===== src/rtl/core/mdp_pkg.sv =====
// Shared types, codes and window tap tables for the masked dilation pass.
`timescale 1ns / 1ps
package mdp_pkg;

   localparam int unsigned CFG_W        = 13;
   localparam int unsigned HEIGHT_LIMIT = 4096;
   localparam int unsigned HW           = 13;   // eff height 1..4096
   localparam int unsigned YW           = 12;   // row index 0..4095
   localparam int unsigned TAP_W        = 4;
   localparam logic [TAP_W-1:0] TAP_CENTRE = 4'd0;
   localparam logic [TAP_W-1:0] TAP_LAST   = 4'd8;
   localparam logic [TAP_W-1:0] TAP_DRAIN  = 4'd9;

   typedef enum logic {
      ACT_PIXEL = 1'b0,
      ACT_FLUSH = 1'b1
   } action_type;

   typedef enum logic [1:0] {
      CSR_WIDTH    = 2'd0,
      CSR_HEIGHT   = 2'd1,
      CSR_DIAGONAL = 2'd2,
      CSR_NONE     = 2'd3
   } csr_index_type;

   typedef enum logic [2:0] {
      BK_IDLE,
      BK_READ,
      BK_DECIDE,
      BK_DIV,
      BK_OUT
   } back_state_type;

   typedef struct packed {
      logic busy;      // back end still reading the line store
      logic popping;   // back end takes a descriptor this cycle
   } back_status_type;

   // Tap 0 is the centre, taps 1..8 walk the 3x3 window row by row.
   function automatic logic signed [1:0] tap_dx(input logic [TAP_W-1:0] k);
      logic signed [1:0] d;
      unique case (k)
         4'd1, 4'd4, 4'd6: d = -2'sd1;
         4'd3, 4'd5, 4'd8: d = 2'sd1;
         default:          d = 2'sd0;
      endcase
      return d;
   endfunction

   function automatic logic signed [1:0] tap_dy(input logic [TAP_W-1:0] k);
      logic signed [1:0] d;
      unique case (k)
         4'd1, 4'd2, 4'd3: d = -2'sd1;
         4'd6, 4'd7, 4'd8: d = 2'sd1;
         default:          d = 2'sd0;
      endcase
      return d;
   endfunction

endpackage


===== src/rtl/core/mdp_front.sv =====
// Front end: takes requests, writes the line store and issues output pixel descriptors.
`timescale 1ns / 1ps
module mdp_front #(
   parameter int unsigned MAX_WIDTH = 4096,
   parameter int unsigned CB        = 16,
   parameter int unsigned RING      = 8200,
   parameter int unsigned EW        = 8
) (
   input  logic                        clock,
   input  logic                        reset,
   input  logic                        req_valid,
   output logic                        req_ready,
   input  mdp_pkg::action_type         action,
   input  logic [4*CB-1:0]             colour,
   input  logic                        pix_valid,
   input  logic                        pix_may_fill,
   input  logic [$clog2(MAX_WIDTH+1)-1:0] eff_width,
   input  logic [mdp_pkg::HW-1:0]      eff_height,
   input  logic                        cfg_clear,
   output logic                        wr_en,
   output logic [$clog2(RING)-1:0]     wr_addr,
   output logic [4*CB+1:0]             wr_data,
   output logic                        q_push,
   output logic [EW-1:0]               q_data,
   input  logic                        q_full,
   input  logic                        q_empty,
   input  mdp_pkg::back_status_type    back_status
);
   import mdp_pkg::*;

   localparam int unsigned AW = $clog2(RING);
   localparam int unsigned WW = $clog2(MAX_WIDTH + 1);
   localparam int unsigned XW = (MAX_WIDTH > 1) ? $clog2(MAX_WIDTH) : 1;
   localparam int unsigned LW = $clog2(MAX_WIDTH + 2);

   logic [AW-1:0] wptr_ff, wptr_in, rptr_ff, rptr_in;
   logic [XW-1:0] in_x_ff, in_x_in, out_x_ff, out_x_in;
   logic [YW-1:0] in_y_ff, in_y_in, out_y_ff, out_y_in;
   logic [LW-1:0] lead_ff, lead_in;
   logic          in_done_ff, in_done_in, drain_ff, drain_in;
   logic          accept, take, emit, last_in_col, last_in, last_out_col, last_out;
   logic          lead_full;

   assign req_ready    = !drain_ff && !q_full;
   assign accept       = req_valid && req_ready;
   assign last_in_col  = (WW'(in_x_ff) == eff_width - WW'(1));
   assign last_in      = last_in_col && (HW'(in_y_ff) == eff_height - HW'(1));
   assign last_out_col = (WW'(out_x_ff) == eff_width - WW'(1));
   assign last_out     = last_out_col && (HW'(out_y_ff) == eff_height - HW'(1));
   // The window below a pixel is complete once one row and two pixels have gone by.
   assign lead_full    = (lead_ff >= LW'(eff_width) + LW'(1));
   assign take         = accept && (action == ACT_PIXEL) && !in_done_ff;
   assign emit         = (take && lead_full) ||
                         (accept && (action == ACT_FLUSH) && in_done_ff);

   always_comb begin
      wptr_in    = wptr_ff;
      rptr_in    = rptr_ff;
      in_x_in    = in_x_ff;
      in_y_in    = in_y_ff;
      out_x_in   = out_x_ff;
      out_y_in   = out_y_ff;
      lead_in    = lead_ff;
      in_done_in = in_done_ff;
      drain_in   = drain_ff;
      if (drain_ff && q_empty && !back_status.busy) begin
         drain_in = 1'b0;
      end
      if (take) begin
         wptr_in = (wptr_ff == AW'(RING - 1)) ? '0 : wptr_ff + AW'(1);
         if (last_in_col) begin
            in_x_in = '0;
            in_y_in = in_y_ff + YW'(1);
         end else begin
            in_x_in = in_x_ff + XW'(1);
         end
         if (last_in) begin
            in_done_in = 1'b1;
         end
         if (!lead_full) begin
            lead_in = lead_ff + LW'(1);
         end
      end
      if (emit) begin
         rptr_in = (rptr_ff == AW'(RING - 1)) ? '0 : rptr_ff + AW'(1);
         if (last_out_col) begin
            out_x_in = '0;
            out_y_in = out_y_ff + YW'(1);
         end else begin
            out_x_in = out_x_ff + XW'(1);
         end
         // The next frame waits until the back end has read this one out of the store.
         if (last_out) begin
            in_x_in    = '0;
            in_y_in    = '0;
            out_x_in   = '0;
            out_y_in   = '0;
            lead_in    = '0;
            in_done_in = 1'b0;
            drain_in   = 1'b1;
         end
      end
      if (cfg_clear) begin
         rptr_in    = wptr_ff;
         in_x_in    = '0;
         in_y_in    = '0;
         out_x_in   = '0;
         out_y_in   = '0;
         lead_in    = '0;
         in_done_in = 1'b0;
         drain_in   = 1'b0;
      end
   end

   always_ff @(posedge clock) begin
      if (reset) begin
         wptr_ff    <= '0;
         rptr_ff    <= '0;
         in_x_ff    <= '0;
         in_y_ff    <= '0;
         out_x_ff   <= '0;
         out_y_ff   <= '0;
         lead_ff    <= '0;
         in_done_ff <= 1'b0;
         drain_ff   <= 1'b0;
      end else begin
         wptr_ff    <= wptr_in;
         rptr_ff    <= rptr_in;
         in_x_ff    <= in_x_in;
         in_y_ff    <= in_y_in;
         out_x_ff   <= out_x_in;
         out_y_ff   <= out_y_in;
         lead_ff    <= lead_in;
         in_done_ff <= in_done_in;
         drain_ff   <= drain_in;
      end
   end

   assign wr_en   = take;
   assign wr_addr = wptr_ff;
   assign wr_data = {pix_may_fill, pix_valid, colour};
   assign q_push  = emit;
   assign q_data  = {last_out, out_y_ff, out_x_ff, rptr_ff};
endmodule


===== config.mk =====
export PLATFORM = sky130hd
export DESIGN_NAME = mdp_front
export DESIGN_NICKNAME = d
export VERILOG_FILES = /design/src/rtl/core/mdp_pkg.sv /design/src/rtl/core/mdp_front.sv
export SDC_FILE = /design/constraint.sdc
export NUM_CORES = 1
export LEC_CHECK = 0
export BUFFER_PORTS_ARGS = -buffer_cell sky130_fd_sc_hd__buf_2
export CORE_MARGIN = 4
export CORE_UTILIZATION = 58
export DETAILED_ROUTE_END_ITERATION = 16
export HOLD_SLACK_MARGIN = 0.1
export PLACE_DENSITY = 0.87
export SYNTH_ARGS = -nofsm -noshare
export SYNTH_HDL_FRONTEND = slang
export SYNTH_SLANG_ARGS = --single-unit

===== constraint.sdc =====
create_clock -name clock -period 5.6 [get_ports clock]
set_input_delay 0.56 -clock clock [delete_from_list [all_inputs] [get_ports clock]]
set_output_delay 0.56 -clock clock [all_outputs]
set_load 0.01 [all_outputs]

==> impl_metrics.toml <==
[outcome]
status = "completed"

[synthesis]
yosys_warnings = 0
ys_ff_latch = 91
synth_edf_count = 0
synth_cell_types = 65
synthCells = 910
async_reset_ff_share_pct = 0
synth_nets = 1034
synth_area_per_cell_sq_um = 7.72
ys.flop_type = "dfxtp_1"
seq_area_frac_synth_pct = 25.9
syn_area_sq_um = 7020

[place]
dp_hpwl_microns = 11400
dp.cells = 991
portBuffers = 58
place.gp.congestion = 0.916

[detailed_routing]
ant_nets = 0
initialDrtViolationCount = 425
vias = 6066
first_pass_iters = 5
wl_per_cell_microns = 15.5
drt-total-wl_microns = 15600
vias_per_cell = 6.03
wl_met1_microns = 6910
dr_wl_met2_microns = 7390
wl_met3_microns = 874
top_layer_used = "met4"
drc = 0

[worst_setup_path]
critPathSlowestCell = "ha_1"
crit_start = "eff_width[0]"
critPathMaxStageDelay_ns = 0.29
r2r-start = "lead_ff[0]$_SDFF_PP0_"
crit_buf_inv = 5
startpoint_type = "input port"
end_kind = "primary output"
cp.required_ns = 5.04
critPathTopFamily = "buffers and inverters"
crit_path_cell_trace = "buf_2, ha_1, inv_1, nor2_1, nand3_1, xor2_1, ha_1, a21oi_1, o21ai_0, a221oi_1, o21ai_1, a21oi_1, buf_4, inv_1, buf_2"
arrival_ns = 3.84
ff2ff_setup_slack_ns = 2.07
critPathMaxFanout = 21
path_class = "input port to primary output"

[cts]
cts_root_buffer = "clkbuf_16"
cts-buffers-inserted = 9
cts_setup_buffers = 0
path_clk_slew_ns = 0.07
clkSinkCount = 91
htree_num_levels = 3
hold_buffers = 0
clock_latency_ns = 0.35
tritoncts = "yes"
cts_resized = 0
cts_buffer_depth = 2

[pwr]
power_density_nw_per_um2 = 197
leakage_nw = 2.58
vdd_drop_max_uv = 142

[timing]
finalClockSkew_ns = 0.00916
rsz0062_at_grt = "false"
fin_setup_tns_ns = 0
worst_pin_slew_ns = 0.805
fmax_mhz = 227
slew_violations = 0
period_share_pct = 78.6
hold_viol_final = 0
slew_headroom_pct = 45.9
fin_crit_ns = 4.40
setup_viol = 0

[floorplan]
coreArea_sq_um = 11600
fp-row-count = 39
die_y_microns = 118
ios = 192
die_area_sq_um = 13900
die_w_microns = 118
initial_utilization_pct = 60.5

[global_route]
grt_max_degree = 51
antenna_found_initial = 0
grt.total_usage_pct = 22.2
grt_pass1_vias = 5568
grt_overflow = 0
grt_pass1_wl_microns = 26300

[min_path]
min_path_type = "register to register"
min-delay-start = "wr_addr[6]$_SDFFE_PP0P_"

[layout]
fin_util_pct = 60.5
finalNonFillerCells = 1006
drive_gt1_share_pct = 10.4
nets = 983
areaGrowthSynthToFinish_pct = 0.0535
antennaDiodeCount = 0

[run]
cap_violations = 0
-- layer usage --
| metal | GRT usage, % | vias up |
|---|---|---|
| met5 | 0 | - |
| met4 | 9.67 | 0 |
| met3 | 4.18 | 44 |
| met2 | 35.9 | 169 |
| met1 | 29.0 | 2846 |
| li1 | - | 3007 |
-- area by class of cell --
type	count	area (sq um)
clock inverters	5	38.8
inverters	35	131
clock buffers	10	239
well taps	143	179
repair buffers	64	335
multi-input cells	658	4280
fillers	1027	4590
flip-flops and latches	91	1820
-- tightest hold or removal path, delay by kind of cell, from the launching register on --
family / cells / cell delay (ns)
AOI/OAI and AO/OA: 2 / 0.13
DFF: 1 / 0.33
-- path summary, 6_finish.rpt --
path	to	cells after the start
worst max-delay path	q_push	15
worst min-delay path	wr_addr[6]$_SDFFE_PP0P_	2
worst max register to register	out_y_ff[6]$_SDFFE_PP0P_	12
worst min register to register	wr_addr[6]$_SDFFE_PP0P_	2
-- registers in the layout (all words and copies together) (netlist names) --
name and flops:
wr_addr 14, in_x_ff 12, out_y_ff 12, in_done_ff 1
rptr_ff 14, drain_ff 1, in_y_ff 12, out_x_ff 12
lead_ff 13
-- layout by cell type (no fill, tap or decap), types with 3 or more instances in the layout --
master / count
o31ai_1: 4
o21a_1: 5
nand2_1: 66
buf_2: 58
nor2_1: 93
nand2b_1: 5
a221oi_1: 9
and3_1: 17
dfxtp_1: 91
clkbuf_16: 9
and4_1: 6
or3_1: 18
nand4_1: 29
nor3_1: 36
xnor2_1: 61
o21ai_0: 32
ha_1: 23
inv_1: 35
buf_4: 6
or4_1: 6
xor2_1: 68
nor4b_1: 4
o211ai_1: 5
a31oi_1: 17
nor2b_1: 7
mux2i_1: 7
nor4_1: 18
a21oi_1: 39
nand3_1: 38
nand3b_1: 3
-- kinds of logic after synthesis --
family,Yosys count,synth area share (%)
compound gates,134,12.3
xor+xnor,131,16.7
mux,8,1.16
fa+ha+maj,23,4.10
buf+inv,161,13.2
simple gates,362,26.6
flops,91,25.9
-- cell usage after synthesis (18+ instances only) --
| library cell | n | share of area [%] |
|---|---|---|
| clkbuf_1 | 29 | 1.6 |
| nand2_1 | 66 | 3.5 |
| nor4_1 | 18 | 1.6 |
| a21oi_1 | 39 | 2.8 |
| dfxtp_1 | 91 | 26 |
| buf_4 | 75 | 8.0 |
| inv_1 | 35 | 1.9 |
| nor3_1 | 36 | 2.6 |
| nand3_1 | 38 | 2.7 |
| or3_1 | 18 | 1.6 |
| o21ai_0 | 32 | 2.3 |
| xnor2_1 | 61 | 7.6 |
| xor2_1 | 68 | 8.5 |
| ha_1 | 23 | 4.1 |
| nand4_1 | 29 | 2.6 |
| nor2_1 | 93 | 5.0 |
-- report_power, final --
group          total, mW  switching, mW  internal, mW  leakage, nW
Clock              0.568          0.256         0.312        0.135
Sequential         0.660        0.00781         0.653        0.735
Combinational      0.154         0.0945        0.0599         1.71
Total               1.38          0.358          1.02         2.58
-- through the flow --
step	area [sq um]	total power [mW]	setup slack, ns	hold WS (ns)
5_1_grt	7030	1.43	0.922	0.553
3_5_place_dp	6750	0.826	1.04	0.506
3_3_place_gp	6750	0.824	1.18	0.485
2_1_floorplan	7020	0.839	1.71	0.476
4_1_cts	7030	1.39	1.28	0.516
6_report	7030	1.38	1.20	0.511
No activity file was read; power rests on OpenSTA's default activity.
