## src/rtl/core/mdp_pkg.sv

```systemverilog
// Shared types, codes and window tap tables for the masked dilation pass.
`timescale 1ns / 1ps
package mdp_pkg;

   localparam int unsigned CFG_W        = 13;
   localparam int unsigned HEIGHT_LIMIT = 4096;
   localparam int unsigned HW           = 13;   // eff height 1..4096
   localparam int unsigned YW           = 12;   // row index 0..4095
   localparam int unsigned TAP_W        = 4;
   localparam logic [TAP_W-1:0] TAP_CENTRE = 4'd0;
   localparam logic [TAP_W-1:0] TAP_LAST   = 4'd8;
   localparam logic [TAP_W-1:0] TAP_DRAIN  = 4'd9;

   typedef enum logic {
      ACT_PIXEL = 1'b0,
      ACT_FLUSH = 1'b1
   } action_type;

   typedef enum logic [1:0] {
      CSR_WIDTH    = 2'd0,
      CSR_HEIGHT   = 2'd1,
      CSR_DIAGONAL = 2'd2,
      CSR_NONE     = 2'd3
   } csr_index_type;

   typedef enum logic [2:0] {
      BK_IDLE,
      BK_READ,
      BK_DECIDE,
      BK_DIV,
      BK_OUT
   } back_state_type;

   typedef struct packed {
      logic busy;      // back end still reading the line store
      logic popping;   // back end takes a descriptor this cycle
   } back_status_type;

   // Tap 0 is the centre, taps 1..8 walk the 3x3 window row by row.
   function automatic logic signed [1:0] tap_dx(input logic [TAP_W-1:0] k);
      logic signed [1:0] d;
      unique case (k)
         4'd1, 4'd4, 4'd6: d = -2'sd1;
         4'd3, 4'd5, 4'd8: d = 2'sd1;
         default:          d = 2'sd0;
      endcase
      return d;
   endfunction

   function automatic logic signed [1:0] tap_dy(input logic [TAP_W-1:0] k);
      logic signed [1:0] d;
      unique case (k)
         4'd1, 4'd2, 4'd3: d = -2'sd1;
         4'd6, 4'd7, 4'd8: d = 2'sd1;
         default:          d = 2'sd0;
      endcase
      return d;
   endfunction

endpackage

```

## src/rtl/core/mdp_back.sv

```systemverilog
// Back end: gathers a pixel's 3x3 window, forms the weighted mean if filled and holds the result.
`timescale 1ns / 1ps
module mdp_back #(
   parameter int unsigned MAX_WIDTH = 4096,
   parameter int unsigned CB        = 16,
   parameter int unsigned RING      = 8200,
   parameter int unsigned EW        = 8
) (
   input  logic                           clock,
   input  logic                           reset,
   input  logic [EW-1:0]                  q_data,
   input  logic                           q_empty,
   output logic                           q_pop,
   input  logic [$clog2(MAX_WIDTH+1)-1:0] eff_width,
   input  logic [mdp_pkg::HW-1:0]         eff_height,
   input  logic                           diagonal_mode,
   output logic                           rd_en,
   output logic [$clog2(RING)-1:0]        rd_addr,
   input  logic [4*CB+1:0]                rd_data,
   output logic                           res_valid,
   input  logic                           res_ready,
   output logic [4*CB-1:0]                res_colour,
   output logic                           res_pix_valid,
   output logic                           res_filled,
   output logic                           res_frame_end,
   output mdp_pkg::back_status_type       back_status
);
   import mdp_pkg::*;

   localparam int unsigned AW = $clog2(RING);
   localparam int unsigned WW = $clog2(MAX_WIDTH + 1);
   localparam int unsigned XW = (MAX_WIDTH > 1) ? $clog2(MAX_WIDTH) : 1;
   localparam int unsigned SW = CB + 4;            // twelve weighted channel values
   localparam int unsigned DW = $clog2(SW + 1);
   localparam int unsigned OW = AW + 2;            // signed address arithmetic

   back_state_type    state_ff, state_in;
   logic [TAP_W-1:0]  k_ff, pend_k_ff;
   logic              pend_ff;
   logic [AW-1:0]     slot_ff;
   logic [XW-1:0]     cx_ff;
   logic [YW-1:0]     cy_ff;
   logic              fe_ff;
   logic [SW-1:0]     acc_ff [4];
   logic [3:0]        rem_ff [4];
   logic [3:0]        wsum_ff;
   logic              qual_ff;
   logic [4*CB-1:0]   cen_col_ff;
   logic              cen_valid_ff, cen_may_ff;
   logic [DW-1:0]     div_cnt_ff;
   logic [4*CB-1:0]   res_col_ff;
   logic              res_pix_valid_ff, res_filled_ff, res_fe_ff;

   logic signed [1:0] dx, dy, pdx, pdy;
   logic              x_ok, y_ok, tap_ok, issuing, fill, div_last;
   logic signed [OW-1:0] addr_raw, addr_fix;
   logic [SW-1:0]     num_next [4];
   logic [3:0]        rem_next [4];
   logic [4:0]        trial [4];

   assign dx = tap_dx(k_ff);
   assign dy = tap_dy(k_ff);
   assign x_ok = !((dx == -2'sd1) && (cx_ff == '0)) &&
                 !((dx == 2'sd1) && (WW'(cx_ff) == eff_width - WW'(1)));
   assign y_ok = !((dy == -2'sd1) && (cy_ff == '0)) &&
                 !((dy == 2'sd1) && (HW'(cy_ff) == eff_height - HW'(1)));
   assign issuing = (state_ff == BK_READ) && (k_ff <= TAP_LAST);
   assign tap_ok  = issuing && x_ok && y_ok;

   // Neighbour slot: centre slot plus or minus one row and one pixel, modulo the ring.
   always_comb begin
      addr_raw = $signed({2'b00, slot_ff}) + OW'($signed(dx));
      if (dy == 2'sd1) begin
         addr_raw = addr_raw + $signed(OW'(eff_width));
      end else if (dy == -2'sd1) begin
         addr_raw = addr_raw - $signed(OW'(eff_width));
      end
      if (addr_raw < 0) begin
         addr_fix = addr_raw + $signed(OW'(RING));
      end else if (addr_raw >= $signed(OW'(RING))) begin
         addr_fix = addr_raw - $signed(OW'(RING));
      end else begin
         addr_fix = addr_raw;
      end
   end

   assign rd_addr = addr_fix[AW-1:0];
   assign pdx     = tap_dx(pend_k_ff);
   assign pdy     = tap_dy(pend_k_ff);
   assign fill    = !cen_valid_ff && cen_may_ff && qual_ff && (wsum_ff != 4'd0);
   assign div_last = (div_cnt_ff == DW'(SW - 1));

   // One restoring division step per cycle for all four channels.
   always_comb begin
      for (int c = 0; c < 4; c++) begin
         trial[c] = {rem_ff[c], acc_ff[c][SW-1]};
         if (trial[c] >= {1'b0, wsum_ff}) begin
            rem_next[c] = 4'(trial[c] - {1'b0, wsum_ff});
            num_next[c] = {acc_ff[c][SW-2:0], 1'b1};
         end else begin
            rem_next[c] = trial[c][3:0];
            num_next[c] = {acc_ff[c][SW-2:0], 1'b0};
         end
      end
   end

   always_comb begin
      state_in = state_ff;
      unique case (state_ff)
         BK_IDLE:   if (!q_empty) state_in = BK_READ;
         BK_READ:   if (k_ff == TAP_DRAIN) state_in = BK_DECIDE;
         BK_DECIDE: state_in = fill ? BK_DIV : BK_OUT;
         BK_DIV:    if (div_last) state_in = BK_OUT;
         BK_OUT:    if (res_ready) state_in = BK_IDLE;
         default:   state_in = BK_IDLE;
      endcase
   end

   always_comb begin
      q_pop            = (state_ff == BK_IDLE) && !q_empty;
      rd_en            = tap_ok;
      res_valid        = (state_ff == BK_OUT);
      back_status.busy    = (state_ff == BK_READ) || q_pop;
      back_status.popping = q_pop;
   end

   always_ff @(posedge clock) begin
      if (reset) begin
         state_ff <= BK_IDLE;
         pend_ff  <= 1'b0;
      end else begin
         state_ff <= state_in;
         pend_ff  <= tap_ok;
      end
   end

   always_ff @(posedge clock) begin
      pend_k_ff <= k_ff;
      if (q_pop) begin
         {fe_ff, cy_ff, cx_ff, slot_ff} <= q_data;
         k_ff    <= TAP_CENTRE;
         wsum_ff <= '0;
         qual_ff <= 1'b0;
         for (int c = 0; c < 4; c++) begin
            acc_ff[c] <= '0;
         end
      end
      if (issuing) begin
         k_ff <= k_ff + TAP_W'(1);
      end
      if (pend_ff) begin
         if (pend_k_ff == TAP_CENTRE) begin
            cen_col_ff   <= rd_data[4*CB-1:0];
            cen_valid_ff <= rd_data[4*CB];
            cen_may_ff   <= rd_data[4*CB+1];
         end else if (rd_data[4*CB]) begin
            // Orthogonal neighbours carry weight two, diagonal ones weight one.
            if ((pdx != 2'sd0) && (pdy != 2'sd0)) begin
               wsum_ff <= wsum_ff + 4'd1;
               if (diagonal_mode) qual_ff <= 1'b1;
               for (int c = 0; c < 4; c++) begin
                  acc_ff[c] <= acc_ff[c] + SW'(rd_data[c*CB +: CB]);
               end
            end else begin
               wsum_ff <= wsum_ff + 4'd2;
               qual_ff <= 1'b1;
               for (int c = 0; c < 4; c++) begin
                  acc_ff[c] <= acc_ff[c] + SW'({rd_data[c*CB +: CB], 1'b0});
               end
            end
         end
      end
      if (state_ff == BK_DECIDE) begin
         div_cnt_ff       <= '0;
         res_pix_valid_ff <= fill | cen_valid_ff;
         res_filled_ff    <= fill;
         res_fe_ff        <= fe_ff;
         res_col_ff       <= cen_col_ff;
         for (int c = 0; c < 4; c++) begin
            rem_ff[c] <= '0;
         end
      end
      if (state_ff == BK_DIV) begin
         div_cnt_ff <= div_cnt_ff + DW'(1);
         for (int c = 0; c < 4; c++) begin
            acc_ff[c] <= num_next[c];
            rem_ff[c] <= rem_next[c];
            if (div_last) begin
               res_col_ff[c*CB +: CB] <= num_next[c][CB-1:0];
            end
         end
      end
   end

   assign res_colour    = res_col_ff;
   assign res_pix_valid = res_pix_valid_ff;
   assign res_filled    = res_filled_ff;
   assign res_frame_end = res_fe_ff;
endmodule

```

## config.mk

```make
export PLATFORM = sky130hd
export DESIGN_NAME = mdp_back
export DESIGN_NICKNAME = d
export VERILOG_FILES = /design/src/rtl/core/mdp_pkg.sv /design/src/rtl/core/mdp_back.sv
export SDC_FILE = /design/constraint.sdc
export NUM_CORES = 1
export LEC_CHECK = 0
export BUFFER_PORTS_ARGS = -buffer_cell sky130_fd_sc_hd__buf_4
export CAP_MARGIN = 10
export CORE_MARGIN = 1
export CORE_UTILIZATION = 41
export DETAILED_ROUTE_END_ITERATION = 12
export MAX_ROUTING_LAYER = met4
export PLACE_DENSITY_LB_ADDON = 0.15
export SYNTH_ARGS = -nofsm -noshare
export SYNTH_HDL_FRONTEND = slang
export SYNTH_SLANG_ARGS = --single-unit
```

## constraint.sdc

```tcl
create_clock -name clock -period 7.35 [get_ports clock]
set_input_delay 0.3675 -clock clock [delete_from_list [all_inputs] [get_ports clock]]
set_output_delay 0.3675 -clock clock [all_outputs]
set_load 0.01 [all_outputs]
```

==> results.sh <==
export IMPL_outcome="finished clean"
export IMPL_coreArea_um2=46600
export IMPL_synth_async_reset_ratio=0
export IMPL_worst_path_buf_inv=5
export IMPL_dp_cells=2859
export IMPL_netlist_top_cells_area="edfxtp_1, ha_1, dfxtp_1"
export IMPL_vias=16773
export IMPL_rr_startpoint="acc_ff[1][1]"
export IMPL_drc=0
export IMPL_yosysTopAreaCellShare=0.282
export IMPL_die_w_um=219
export IMPL_synth_edff_count=182
export IMPL_critPathCapture="rd_addr[6]"
export IMPL_htreeDepth=1
export IMPL_yosysTopAreaCell="edfxtp_1"
export IMPL_cts_sinks=258
export IMPL_timing_rr_end="acc_ff[1][17]"
export IMPL_synth_flop_cell="edfxtp_1"
export IMPL_crit_fanout=11
export IMPL_hold_violations=0
export IMPL_overflow=0
export IMPL_gp_congestion=0.875
export IMPL_r2r_slack_ns=3.12
export IMPL_hold_slack_ns=0.0244
export IMPL_pin_count=191
export IMPL_yosysUniqueCellTypes=92
export IMPL_fin_cells=2974
export IMPL_yosys_top_cells_count="nand2_1, o21ai_0, nor2_1"
export IMPL_hold_path_class="input port to flop"
export IMPL_cp_depth=26
export IMPL_cp_start_kind="flop"
export IMPL_grt_start_max_net_pins=80
export IMPL_relSlewSlack=0.278
export IMPL_numCtsBuffers=30
export IMPL_reg2reg_depth=11
export IMPL_clockBufferDepth=3
export IMPL_worst_pin_slew_ns=1.08
export IMPL_synthesis_area_um2=19400
export IMPL_grt_pass1_wl_mm=86.6
export IMPL_grt_pass1_vias=16293
export IMPL_path_class="flop to output port"
export IMPL_cts_tree="built"
export IMPL_grt_use_total=0.230
export IMPL_io_buffers=189
export IMPL_max_cap_violations=0
export IMPL_areaGrowthSynthToFinish_pct=19.4
export IMPL_rows=79
export IMPL_max_stage_delay_ns=0.47
export IMPL_drtPass1Iterations=5
export IMPL_die_area_um2=48100
export IMPL_finalMaxSlewViolations=0
export IMPL_dieHeight_um=219
export IMPL_finalCriticalPeriod_ns=6.93
export IMPL_cts_root_buf="clkbuf_16"
export IMPL_viasPerCell=5.64
export IMPL_cp_arrival_ns=6.56
export IMPL_peakVddDrop_uv=171
export IMPL_nFillCells=4329
export IMPL_nets=2655
export IMPL_ant_nets=0
export IMPL_fin_worst_skew_ns=0.0321
export IMPL_setup_worst_path_end_class="output port"
export IMPL_worstSkewPairLatency_ns=0.59
export IMPL_timing_fmax_ghz=0.144
export IMPL_synth_seq_cells=258
export IMPL_crit_start="k_ff[0]"
export IMPL_cp_data_required_time_ns=6.98
export IMPL_synth_net_count=2426
export IMPL_slowest_stage="edfxtp_1"
export IMPL_n_antenna_cell=0
export IMPL_p_leak_nw=9.36
export IMPL_drt_iter0_drc=1080
export IMPL_path_clk_slew_ns=0.06
export IMPL_ys_seq_area_frac=0.361
export IMPL_synth_warnings=0
export IMPL_critical_path_top_delay_family="compound AO/OA/AOI/OAI gates"
export IMPL_yosysMostFrequentCell="nand2_1"
export IMPL_p_per_area_nw_per_um2=258
export IMPL_setup_viol=0
export IMPL_wire_per_inst_um=18.3
export IMPL_drive_gt1_frac=0.128
export IMPL_initial_utilization=0.416
export IMPL_cpMostUsedCell="inv_1"
export IMPL_syn_inst=2116
export IMPL_antenna_found_initial=0
export IMPL_dpl_hpwl_mm=38.7
export IMPL_wl_mm=54.6
export IMPL_period_share=0.942
export IMPL_syn_area_per_cell_um2=9.15
## power breakdown
group | total, mW | switching [mW] | internal [mW]
clock | 1.54 | 0.611 | 0.925
sequential | 1.87 | 0.134 | 1.74
combinational | 2.55 | 1.43 | 1.11
## how the worst min path moves through the flow
stage / start / to / slack (ns) / cells past startpoint
2_1_floorplan: k_ff[3] / pend_k_ff[3] / 0.38 / 0
3_3_place_gp: qual_ff / qual_ff / 0.43 / 2
3_5_place_dp: qual_ff / qual_ff / 0.44 / 2
4_1_cts: rd_data[20] / cen_col_ff[20] / 0.0002 / 1
5_1_grt: rd_data[7] / cen_col_ff[7] / 0.003 / 1
6_report: rd_data[20] / cen_col_ff[20] / 0.02 / 1
## layout make-up
type,count,area [µm²],share of cell area
clock buffers,44,875,0.0378
multi-input cells,1709,11900,0.515
well taps,607,759,0.0328
clock inverters,10,139,0.00601
inverters,78,293,0.0127
flip-flops and latches,258,6990,0.302
repair buffers,268,2160,0.0936
## cell families (layout without fill, tap and decap cells)
kind of cell / after synthesis / in the layout / synth area share
and+or+nand+nor: 662 / 662 / 0.160
other: 1 / 1 / 0.000194
xor gates and xnor gates: 123 / 123 / 0.0566
adders and majority gates: 205 / 205 / 0.138
muxes: 72 / 72 / 0.0373
DFF: 258 / 258 / 0.361
AOI/OAI and AO/OA: 646 / 646 / 0.217
buffers and inverters: 149 / 400 / 0.0301
## flip-flops by register name, indices dropped and copies added, names as in the netlist, 3 cells and up
signal and flops:
cen_col_ff 64, pend_k_ff 4, rem_ff 16, state_ff 3, res_colour 64, acc_ff 80
slot_ff 8, div_cnt_ff 5, wsum_ff 4, k_ff 4
## what timing repair did
item                                   CTS  global route
endpoints found under the hold margin   64             0
setup buffers                            0             0
hold buffers                            61             0
resized for setup                        0            11
setup endpoints to repair                0            11
## layer usage
metal | global-route usage | part of all wire | routed length (µm)
met1 | 0.302 | 0.46 | 25100
met4 | 0.0479 | 0.015 | 805
met2 | 0.383 | 0.48 | 26200
met5 | - | 0 | 0
met3 | 0.0243 | 0.044 | 2390
## layout by cell type, fill, tap and decap left out, types with 9 or more instances in the layout
master	count
edfxtp_1	182
a21oi_1	144
o211ai_1	12
nand3b_1	9
dfxtp_1	76
and3_1	18
o21ai_0	201
clkbuf_16	31
nand2b_1	30
nand3_1	32
a211oi_1	30
fa_1	15
xnor2_1	70
dlygate4sd3_1	61
mux2i_1	70
nand4_1	11
o21bai_1	11
o21a_1	21
o31ai_1	10
nor2b_1	24
nor2_1	200
a21o_1	63
a221o_1	11
nand2_1	220
inv_1	76
nor3_1	48
a22oi_1	13
a31oi_1	13
nor3b_1	10
o221ai_1	11
a2111oi_0	10
xor2_1	52
ha_1	188
buf_4	207
## metrics by stage
| stage | utilization | setup TNS (ns) | area [µm²] | setup WS (ns) | power [mW] |
|---|---|---|---|---|---|
| finish | 0.497 | 0 | 23100 | 0.423 | 5.95 |
| global route | 0.497 | -0.143 | 23100 | -0.0449 | 6.33 |
| CTS | 0.495 | 0 | 23100 | 0.164 | 5.97 |
| detailed placement | 0.460 | 0 | 21400 | 0.811 | 4.37 |
| global placement | 0.460 | 0 | 21400 | 0.965 | 4.35 |
| floorplan | - | 0 | 19400 | 0.992 | 3.55 |
No activity file was read; power rests on OpenSTA's default activity.
