--- src/rtl/core/mdp_ram.sv ---
// Generic simple dual-port RAM with registered read.
`timescale 1ns / 1ps
module mdp_ram #(
   parameter int unsigned WIDTH = 8,
   parameter int unsigned DEPTH = 16
) (
   input  logic                     clock,
   input  logic                     wr_en,
   input  logic [$clog2(DEPTH)-1:0] wr_addr,
   input  logic [WIDTH-1:0]         wr_data,
   input  logic                     rd_en,
   input  logic [$clog2(DEPTH)-1:0] rd_addr,
   output logic [WIDTH-1:0]         rd_data
);
   logic [WIDTH-1:0] mem [DEPTH];
   logic [WIDTH-1:0] rd_data_ff;

   always_ff @(posedge clock) begin
      if (wr_en) begin
         mem[wr_addr] <= wr_data;
      end
      if (rd_en) begin
         rd_data_ff <= mem[rd_addr];
      end
   end

   assign rd_data = rd_data_ff;
endmodule

--- config.mk ---
export PLATFORM = sky130hd
export DESIGN_NAME = mdp_ram
export DESIGN_NICKNAME = d
export VERILOG_FILES = /design/src/rtl/core/mdp_ram.sv
export SDC_FILE = /design/constraint.sdc
export NUM_CORES = 1
export LEC_CHECK = 0
export ABC_AREA = 1
export BUFFER_PORTS_ARGS = -buffer_cell sky130_fd_sc_hd__buf_2
export CAP_MARGIN = 15
export CORE_ASPECT_RATIO = 0.75
export CORE_UTILIZATION = 25
export DETAILED_ROUTE_END_ITERATION = 10
export HOLD_SLACK_MARGIN = 0.06
export MAX_ROUTING_LAYER = met4
export PLACE_DENSITY = 0.38
export SYNTH_ARGS = -nofsm -noshare
export SYNTH_HDL_FRONTEND = slang
export SYNTH_SLANG_ARGS = --single-unit
--- constraint.sdc ---
create_clock -name clock -period 3.16 [get_ports clock]
set_input_delay 0.158 -clock clock [delete_from_list [all_inputs] [get_ports clock]]
set_output_delay 0.158 -clock clock [all_outputs]
set_load 0.01 [all_outputs]
==> metrics.cfg, run 1 <==
[cts]
cts_max_level=4
insertion_delay_ps=420
hold_buffers=0
cts_tree=built
clkTransAtPathRegs_ps=60
cts_sinks=136
postCtsSetupBuffers=0
cts-root-buf=clkbuf_16
postCtsResizedCells=0
cts_made_buffers=17
cts_max_path_buffers=2

[power_and_ir_drop]
p_comb_frac=0.059
ir_drop_uv=320
p_clk_frac=0.464
internal_power_mw=3.32
switchingPower_mw=0.960
seq_power_share=0.477
p_leak_nw=2.84
total_power_mw=4.28
switching_share=0.224
power-per-cell-area_nw_per_um2=629

[place]
io_buffers=26
dpl.hpwl_um=9420
dp.cells=857
gp_congestion=0.759

[sta]
relSlewSlack=0.366
slew_violations=0
fin_worst_skew_ps=6.78
fin_crit_sh=0.456
rsz0062_at_grt=no
tightest_slew_ps=948
setup_viol=0
max_freq_mhz=694
hold_violations=0
hold_slack_ps=119
period_needed_ps=1440
fin_tns_setup_ps=0

[yosys]
syn_nets=570
ys_seq_elements=136
ys_types=11
ys_seq_area_frac=0.698
avgSynthCellArea_um2=10.6
syn_area_um2=5850
ys_warn_count=0
syn_inst=551

[critical_path]
cp_data_arrival_time_ps=1620
crit_top_cell=nand3_1
reg2reg_from=mem[3][7]$_DFFE_PP_
crit_type=in -> reg
slowest_stage=inv_2
critPathCaptureType=register
crit_start=rd_addr[0]
reg2regPathDepth=6
start_kind=primary input
crit_required_ps=3340
path_cells=buf_2 > inv_2 > buf_12 > nand2_1 > nand3_1 > nand3_1 > nand3_1 > nand2_1
r2r_slack_ps=1840
rr_endpoint=rd_data[7]$_DFFE_PP_
cp_max_fo=31
max_stage_delay_ps=410

[global_route]
grt_start_max_net_pins=65
grt_pass1_wl_um=22700
grt_pass1_vias=3467
track_usage=0.139
grt_antenna_before_repair=1
overflow=0

[min_path]
min_path_cells=1
min_path_type=in -> reg
hold_end=rd_data[5]$_DFFE_PP_
min_from=rd_en

[die]
dieWidth_um=179
die_area_um2=24000
chipHeight_um=134
ios=27
core_region_area_um2=23000
initial_core_util=0.254
rows=48

[detailed_routing]
drt_first_pass_iters=5
routed_wl_um=15200
viasPerCell=4.22
dr.first_iter.drc_count=347
wl_per_cell_um=17.2
ant_nets=0
vias=3743
drc=0

[final_layout]
final_cells=888
final_cell_mix=nand2_1, edfxtp_1, inv_1
layout.nets=595
drive_gt1_frac=0.104
antenna_cells=0
final_common_cell=nand2_1
syn2layout_area_growth_pct=16.5

[flow_run]
drv_cap=0

[outcome]
status=completed

## routing by layer
| metal | global-route usage | vias up | share of wire |
|---|---|---|---|
| met5 | - | - | 0 |
| met4 | 0.0443 | 0 | 0.015 |
| met3 | 0.0315 | 18 | 0.046 |
| met2 | 0.182 | 99 | 0.41 |
| met1 | 0.209 | 1793 | 0.53 |
| li1 | - | 1833 | - |
## cell families after synthesis
kind of cell | after synthesis | share of synthesized area
buffers and inverters | 126 | 0.0939
and+or+nand+nor | 289 | 0.208
DFF | 136 | 0.698
## through the flow
step / instance area (um^2) / util / setup slack [ps]
after global placement: 6230 / 0.271 / 1250
after detailed placement: 6230 / 0.271 / 1260
final: 6810 / 0.296 / 1720
after CTS: 6810 / 0.296 / 1700
after global routing: 6810 / 0.296 / 1620
after floorplan: 5850 / - / 2050
## critical path, delay by kind of cell
kind	cells	cell delay, ps
simple gates	5	620
buf+inv	3	790
## power by group through the flow
stage | clock (mW) | combinational, mW | sequential (mW)
after floorplan | 0 | 0.142 | 2.08
final | 1.99 | 0.254 | 2.04
after global placement | 0 | 0.261 | 2.08
after detailed placement | 0 | 0.260 | 2.08
after CTS | 2.02 | 0.261 | 2.04
after global routing | 2.08 | 0.284 | 2.05
## synth_stat cells
cell type  instances  area share
nor2_1            17       0.011
buf_6              6       0.012
nand2_1          173        0.11
edfxtp_1         136        0.70
buf_4              4      0.0051
buf_1              1     0.00064
inv_1            100       0.064
buf_2             13       0.011
nand3b_1           2      0.0026
nand3_1           97       0.083
inv_2              2      0.0013
## layout make-up
type                    instances  area, um^2
clock buffers                  17         425
clock inverters                14         159
flip-flops and latches        136        4080
inverters                     102         383
fillers                      2362       16200
well taps                     300         375
repair buffers                 30         173
multi-input cells             289        1210
## worst max-delay path by stage
stage,cells past startpoint,endpoint,slack [ps]
floorplan,2,mem[10][0]$_DFFE_PP_,2050
global placement,8,rd_data[7]$_DFFE_PP_,1250
detailed placement,8,rd_data[7]$_DFFE_PP_,1260
CTS,8,rd_data[7]$_DFFE_PP_,1700
global route,8,rd_data[7]$_DFFE_PP_,1620
finish,8,rd_data[7]$_DFFE_PP_,1720
## state kept, by name (all words and copies together), names as in the netlist
name	count
rd_data	8
mem	128
(Power assumes the default switching activity.)
==> inputs of run 2 (changes only) <==
--- a/config.mk
+++ b/config.mk
@@ -13,7 +13,7 @@
 export DETAILED_ROUTE_END_ITERATION = 10
 export HOLD_SLACK_MARGIN = 0.06
 export MAX_ROUTING_LAYER = met4
-export PLACE_DENSITY = 0.38
+export PLACE_DENSITY = 0.4
 export SYNTH_ARGS = -nofsm -noshare
 export SYNTH_HDL_FRONTEND = slang
 export SYNTH_SLANG_ARGS = --single-unit
==> constraint.sdc (replaced) <==
create_clock -name clock -period 1.2 [get_ports clock]
set_input_delay 0.06 -clock clock [delete_from_list [all_inputs] [get_ports clock]]
set_output_delay 0.06 -clock clock [all_outputs]
set_load 0.01 [all_outputs]
==> metrics.cfg, run 2 (synthesis results as in run 1) <==
[outcome]
status=completed

[sta]
period_needed_ps=1160
fin_worst_skew_ps=8.68  ; +1.90 ps
hold_slack_ps=79.2  ; -39.9 ps
finalWorstSetupSlack_ps=40.7  ; -1680 ps
max_freq_mhz=863
fin_crit_sh=0.966
hold_violations=0  ; unchanged
setup_viol=0  ; unchanged
rsz0062_at_grt=yes
slew_violations=0  ; unchanged
relSlewSlack=0.622  ; +0.257
fin_tns_setup_ps=0  ; unchanged
tightest_slew_ps=566  ; -382 ps

[min_path]
min_path_cells=1  ; unchanged
min_from=wr_data[2]
min_path_type=in -> reg

[detailed_routing]
vias=3916  ; +4.6%
wl_per_cell_um=17.2  ; +0.38%
dr.first_iter.drc_count=291  ; -16%
drc=0  ; unchanged
routed_wl_um=15800  ; +3.7%
drt_first_pass_iters=5  ; unchanged
viasPerCell=4.27  ; +1.3%
ant_nets=0  ; unchanged

[global_route]
grt_pass1_wl_um=23600  ; +3.9%
grt_pass1_vias=3781  ; +9.1%
track_usage=0.143  ; +0.00388
grt_antenna_before_repair=0  ; -1
overflow=0  ; unchanged
grt_start_max_net_pins=37  ; -43%

[final_layout]
stdcell_area_um2=7200  ; +5.7%
final_core_util=0.313  ; +0.0169
final_cells=917  ; +3.3%
top_register=mem
final_common_cell=nand2_1
drive_gt1_frac=0.179  ; +0.0748
syn2layout_area_growth_pct=23.2
largest_reg_flops=128  ; unchanged
layout.nets=622  ; +4.5%
final_cell_mix=nand2_1, edfxtp_1, inv_1

[die]
initial_core_util=0.254  ; unchanged
dieWidth_um=179  ; unchanged
die_area_um2=24000  ; unchanged
chipHeight_um=134  ; unchanged
core_region_area_um2=23000  ; unchanged
ios=27  ; unchanged
rows=48  ; unchanged

[critical_path]
max_stage_delay_ps=380  ; -30 ps
crit_required_ps=1360  ; -1980 ps
crit_type=reg -> reg
slowest_stage=edfxtp_1
cp.depth=6  ; -2
crit_family=simple AND/OR/NAND/NOR gates
cp_max_fo=1  ; -97%
crit_start=mem[11][2]$_DFFE_PP_
path_cells=inv_1 > nand2_1 > nand3_2 > nand3_1 > nand3_1 > nand2_2
cp_data_arrival_time_ps=1320  ; -300 ps
critPathCaptureType=register
reg2regPathDepth=6  ; unchanged
start_kind=register
crit_top_cell=nand3_1
reg2reg_from=mem[11][2]$_DFFE_PP_
crit_buf_inv=1  ; -2

[cts]
clkTransAtPathRegs_ps=60  ; about the same
cts_sinks=136  ; unchanged
cts_made_buffers=17  ; unchanged
cts_tree=built
cts_max_level=4  ; unchanged
cts-root-buf=clkbuf_16
insertion_delay_ps=420  ; about the same
cts_max_path_buffers=2  ; unchanged

[place]
io_buffers=26  ; unchanged
dp.cells=883  ; +3.0%
place_ws_ps=-169  ; -1430 ps
dpl-instance-area_um2=6440  ; +3.3%
gp_congestion=0.797  ; +4.9%
dpl.hpwl_um=10300  ; +8.8%

[power_and_ir_drop]
ir_drop_uv=920  ; +190%
power-per-cell-area_nw_per_um2=1660  ; +160%
total_power_mw=11.9  ; +180%
p_leak_nw=3.05  ; +7.6%

[flow_run]
drv_cap=0  ; unchanged

[run 2: cell count changes in the layout (fill, tap and decap cells not counted), sizes merged, moves of 2 or more]
cell and delta:
inv +3, buf +26, bufinv +2, clkinv -4
[run 2: layer usage]
metal  vias to the layer above  part of all wire  global-route usage
met5                         -                 0                   -
met4                         0            0.0096              0.0424
met3                        13             0.033              0.0275
met2                        84              0.42               0.192
met1                      1935              0.54               0.215
li1                       1884                 -                   -
[run 2: path summary, 6_finish.rpt]
kind                          endpoint  slack [ps]
setup / recovery  rd_data[2]$_DFFE_PP_          40
hold reg to reg   rd_data[4]$_DFFE_PP_         740
hold / removal     mem[1][2]$_DFFE_PP_          80
setup reg to reg  rd_data[2]$_DFFE_PP_          40
[run 2: power breakdown]
group          switching (mW)  internal [mW]
Sequential             0.0317           5.35
Clock                    2.10           3.71
Combinational           0.524          0.222
Total                    2.66           9.28
[run 2: what timing repair did]
action                                 CTS  global route
hold buffers                             1             0
endpoints found under the hold margin    8             0
gates resized for setup                  5            16
cloned                                   0             0
setup buffers                            0             0
setup endpoints to repair                3             7
pin swaps                                0             5
[run 2: final cells by class]
| cell class | instances | area, um^2 |
|---|---|---|
| multi-input cells | 289 | 1320 |
| well taps | 300 | 375 |
| clock buffers | 18 | 429 |
| inverters | 102 | 383 |
| repair buffers | 57 | 390 |
| flip-flops and latches | 136 | 4080 |
| clock inverters | 14 | 220 |
| diodes | 1 | 2.50 |
| fillers | 2365 | 15800 |
==> inputs of run 3 (changes only) <==
--- a/config.mk
+++ b/config.mk
@@ -5,7 +5,6 @@
 export SDC_FILE = /design/constraint.sdc
 export NUM_CORES = 1
 export LEC_CHECK = 0
-export ABC_AREA = 1
 export BUFFER_PORTS_ARGS = -buffer_cell sky130_fd_sc_hd__buf_2
 export CAP_MARGIN = 15
 export CORE_ASPECT_RATIO = 0.75
==> metrics.cfg, run 3 <==
[final_layout]
top_register=mem
final_common_cell=edfxtp_1
final_core_util=0.319  ; +0.00586
largest_reg_flops=128  ; unchanged
layout.nets=313  ; -50%
final_cell_mix=edfxtp_1, mux4_2, buf_2
antenna_cells=0  ; -1
drive_gt1_frac=0.428  ; +0.250
syn2layout_area_growth_pct=24.3

[yosys]
synth.area.top_cells=edfxtp_1, mux4_2, mux4_1
ys_seq_elements=136  ; unchanged
synth_ff_type=edfxtp_1
ys_seq_area_frac=0.781  ; +0.0828
synthTopCellsByCount=edfxtp_1, mux4_2, a22oi_1
yosys.area.top_type=edfxtp_1
async_flop_share=0  ; unchanged
ys_types=18  ; +7
synth-edff-count=136  ; unchanged
avgSynthCellArea_um2=22.8  ; +120%
syn_nets=248  ; -56%
synth_most_common_cell=edfxtp_1
syn_area_um2=5230  ; -11%
ys_warn_count=0  ; unchanged
synth_top_area_frac=0.781  ; +0.0828
syn_inst=229  ; -58%

[detailed_routing]
dr.first_iter.drc_count=167  ; -43%
drt_first_pass_iters=5  ; unchanged
routed_wl_um=11700  ; -26%
wl_per_cell_um=19.9  ; +15%
ant_nets=0  ; unchanged
vias=2490  ; -36%
drc=0  ; unchanged
viasPerCell=4.23  ; -0.84%

[cts]
insertion_delay_ps=410  ; about the same
clkTransAtPathRegs_ps=60  ; about the same
cts_sinks=136  ; unchanged
cts_max_path_buffers=2  ; unchanged
cts_made_buffers=17  ; unchanged
cts_tree=built
cts-root-buf=clkbuf_16
cts_max_level=4  ; unchanged

[critical_path]
crit_start=mem[15][7]$_DFFE_PP_
reg2regPathDepth=3  ; -3
r2r_slack_ps=-210  ; -260 ps
crit_required_ps=1360  ; about the same
critPathCaptureType=register
reg2reg_from=mem[15][7]$_DFFE_PP_
crit_type=reg -> reg
cp_data_arrival_time_ps=1570  ; +250 ps
start_kind=register
rr_endpoint=rd_data[7]$_DFFE_PP_
endpoint=rd_data[7]$_DFFE_PP_
cp_max_fo=1  ; unchanged

[die]
die_area_um2=21500  ; -10%
rows=45  ; -6.3%
initial_core_util=0.256  ; +0.00229
core_region_area_um2=20400  ; -11%
dieWidth_um=169  ; -5.4%
chipHeight_um=127  ; -5.4%
ios=27  ; unchanged

[sta]
rsz0062_at_grt=yes
hold_violations=0  ; unchanged
hold_slack_ps=68.9  ; -10.3 ps
setup_viol=8  ; +8
fin_tns_setup_ps=-1560  ; -1560 ps
relSlewSlack=0.353  ; -0.269
finalWorstSetupSlack_ps=-215  ; -255 ps
max_freq_mhz=707  ; -18%
slew_violations=0  ; unchanged
tightest_slew_ps=968  ; +402 ps
fin_worst_skew_ps=6.40  ; -2.28 ps
period_needed_ps=1410  ; +255 ps
fin_crit_sh=1.18  ; +0.213

[global_route]
grt_pass1_vias=2646  ; -30%
grt_start_max_net_pins=17  ; -54%
grt_pass1_wl_um=17500  ; -26%
grt_antenna_before_repair=0  ; unchanged
overflow=0  ; unchanged
track_usage=0.121  ; -0.0223

[flow_run]
drv_cap=0  ; unchanged

[outcome]
status=complete, but fails checks
violations=setup timing

[place]
dpl.hpwl_um=7780  ; -24%
gp_congestion=0.693  ; -13%
io_buffers=26  ; unchanged
place_ws_ps=-389  ; -219 ps

[power_and_ir_drop]
total_power_mw=11.2  ; -6.4%
power-per-cell-area_nw_per_um2=1720  ; +3.7%
p_leak_nw=2.11  ; -31%
ir_drop_uv=890  ; -3.2%

[min_path]
min_path_type=in -> reg

==> run 3: cell count changes in the layout (fill, tap and decap cells not counted), moves of 4 or more <==
cell | previous run | this run
nand2_1 | 172 | 9
inv_1 | 100 | 0
nand3_1 | 77 | 1
mux4_2 | 0 | 32
nand3_2 | 20 | 0
a22oi_2 | 0 | 9
a22oi_1 | 0 | 7
nor2_1 | 17 | 13
==> run 3: cell type report <==
cell class / instances / area [um^2]
clock buffers: 17 / 425
clock inverters: 14 / 165
multi-input cells: 83 / 1060
well taps: 282 / 353
fillers: 1990 / 13900
repair buffers: 56 / 408
flip-flops and latches: 136 / 4080
==> run 3: stage by stage <==
stage,instances,instance area (um^2)
2_1_floorplan,229,5220
3_3_place_gp,556,5850
3_5_place_dp,556,5850
4_1_cts,588,6490
5_1_grt,588,6500
6_report,588,6500
==> run 3: worst min-delay path by stage <==
stage | start | endpoint | slack [ps] | depth (start not counted)
finish | wr_data[6] | mem[7][6]$_DFFE_PP_ | 70 | 1
floorplan | wr_data[0] | mem[0][0]$_DFFE_PP_ | 160 | 0
global route | wr_data[3] | mem[15][3]$_DFFE_PP_ | 60 | 1
CTS | wr_data[2] | mem[11][2]$_DFFE_PP_ | 70 | 1
global placement | rd_en | rd_data[4]$_DFFE_PP_ | 430 | 1
detailed placement | rd_en | rd_data[4]$_DFFE_PP_ | 430 | 1
==> run 3: cell families (layout without fill, tap and decap cells) <==
group,Yosys count,count (layout),share of synthesized area
flops,136,136,0.781
compound gates,16,16,0.0230
buf+inv,10,87,0.0165
simple gates,35,35,0.0314
mux,32,32,0.148
==> run 3: metal layers <==
layer	GRT usage	wire [um]	vias to the layer above
li1	-	-	1106
met1	0.174	5880	1311
met2	0.165	5090	61
met3	0.0291	583	12
met4	0.0419	136	0
met5	-	0	-
==> run 3: what timing repair did <==
item / CTS / global route
hold buffers: 1 / 0
buffers inserted: 0 / 0
pin swaps: 1 / 0
hold endpoints to repair: 8 / 0
gates resized for setup: 8 / 1
cloned: 0 / 0
endpoints found under the setup margin: 8 / 8
==> run 3: critical path, cell delays in order, from the launching register on <==
cell	delay, ps
edfxtp_1	350
mux4_2	550
a22oi_1	200
nand2_1	70
==> run 3: report_power, final <==
group / internal (mW) / switching (mW) / total [mW]
combinational: 0.251 / 0.342 / 0.593
sequential: 5.35 / 0.0297 / 5.38
clock: 3.11 / 2.10 / 5.21
total: 8.72 / 2.47 / 11.2
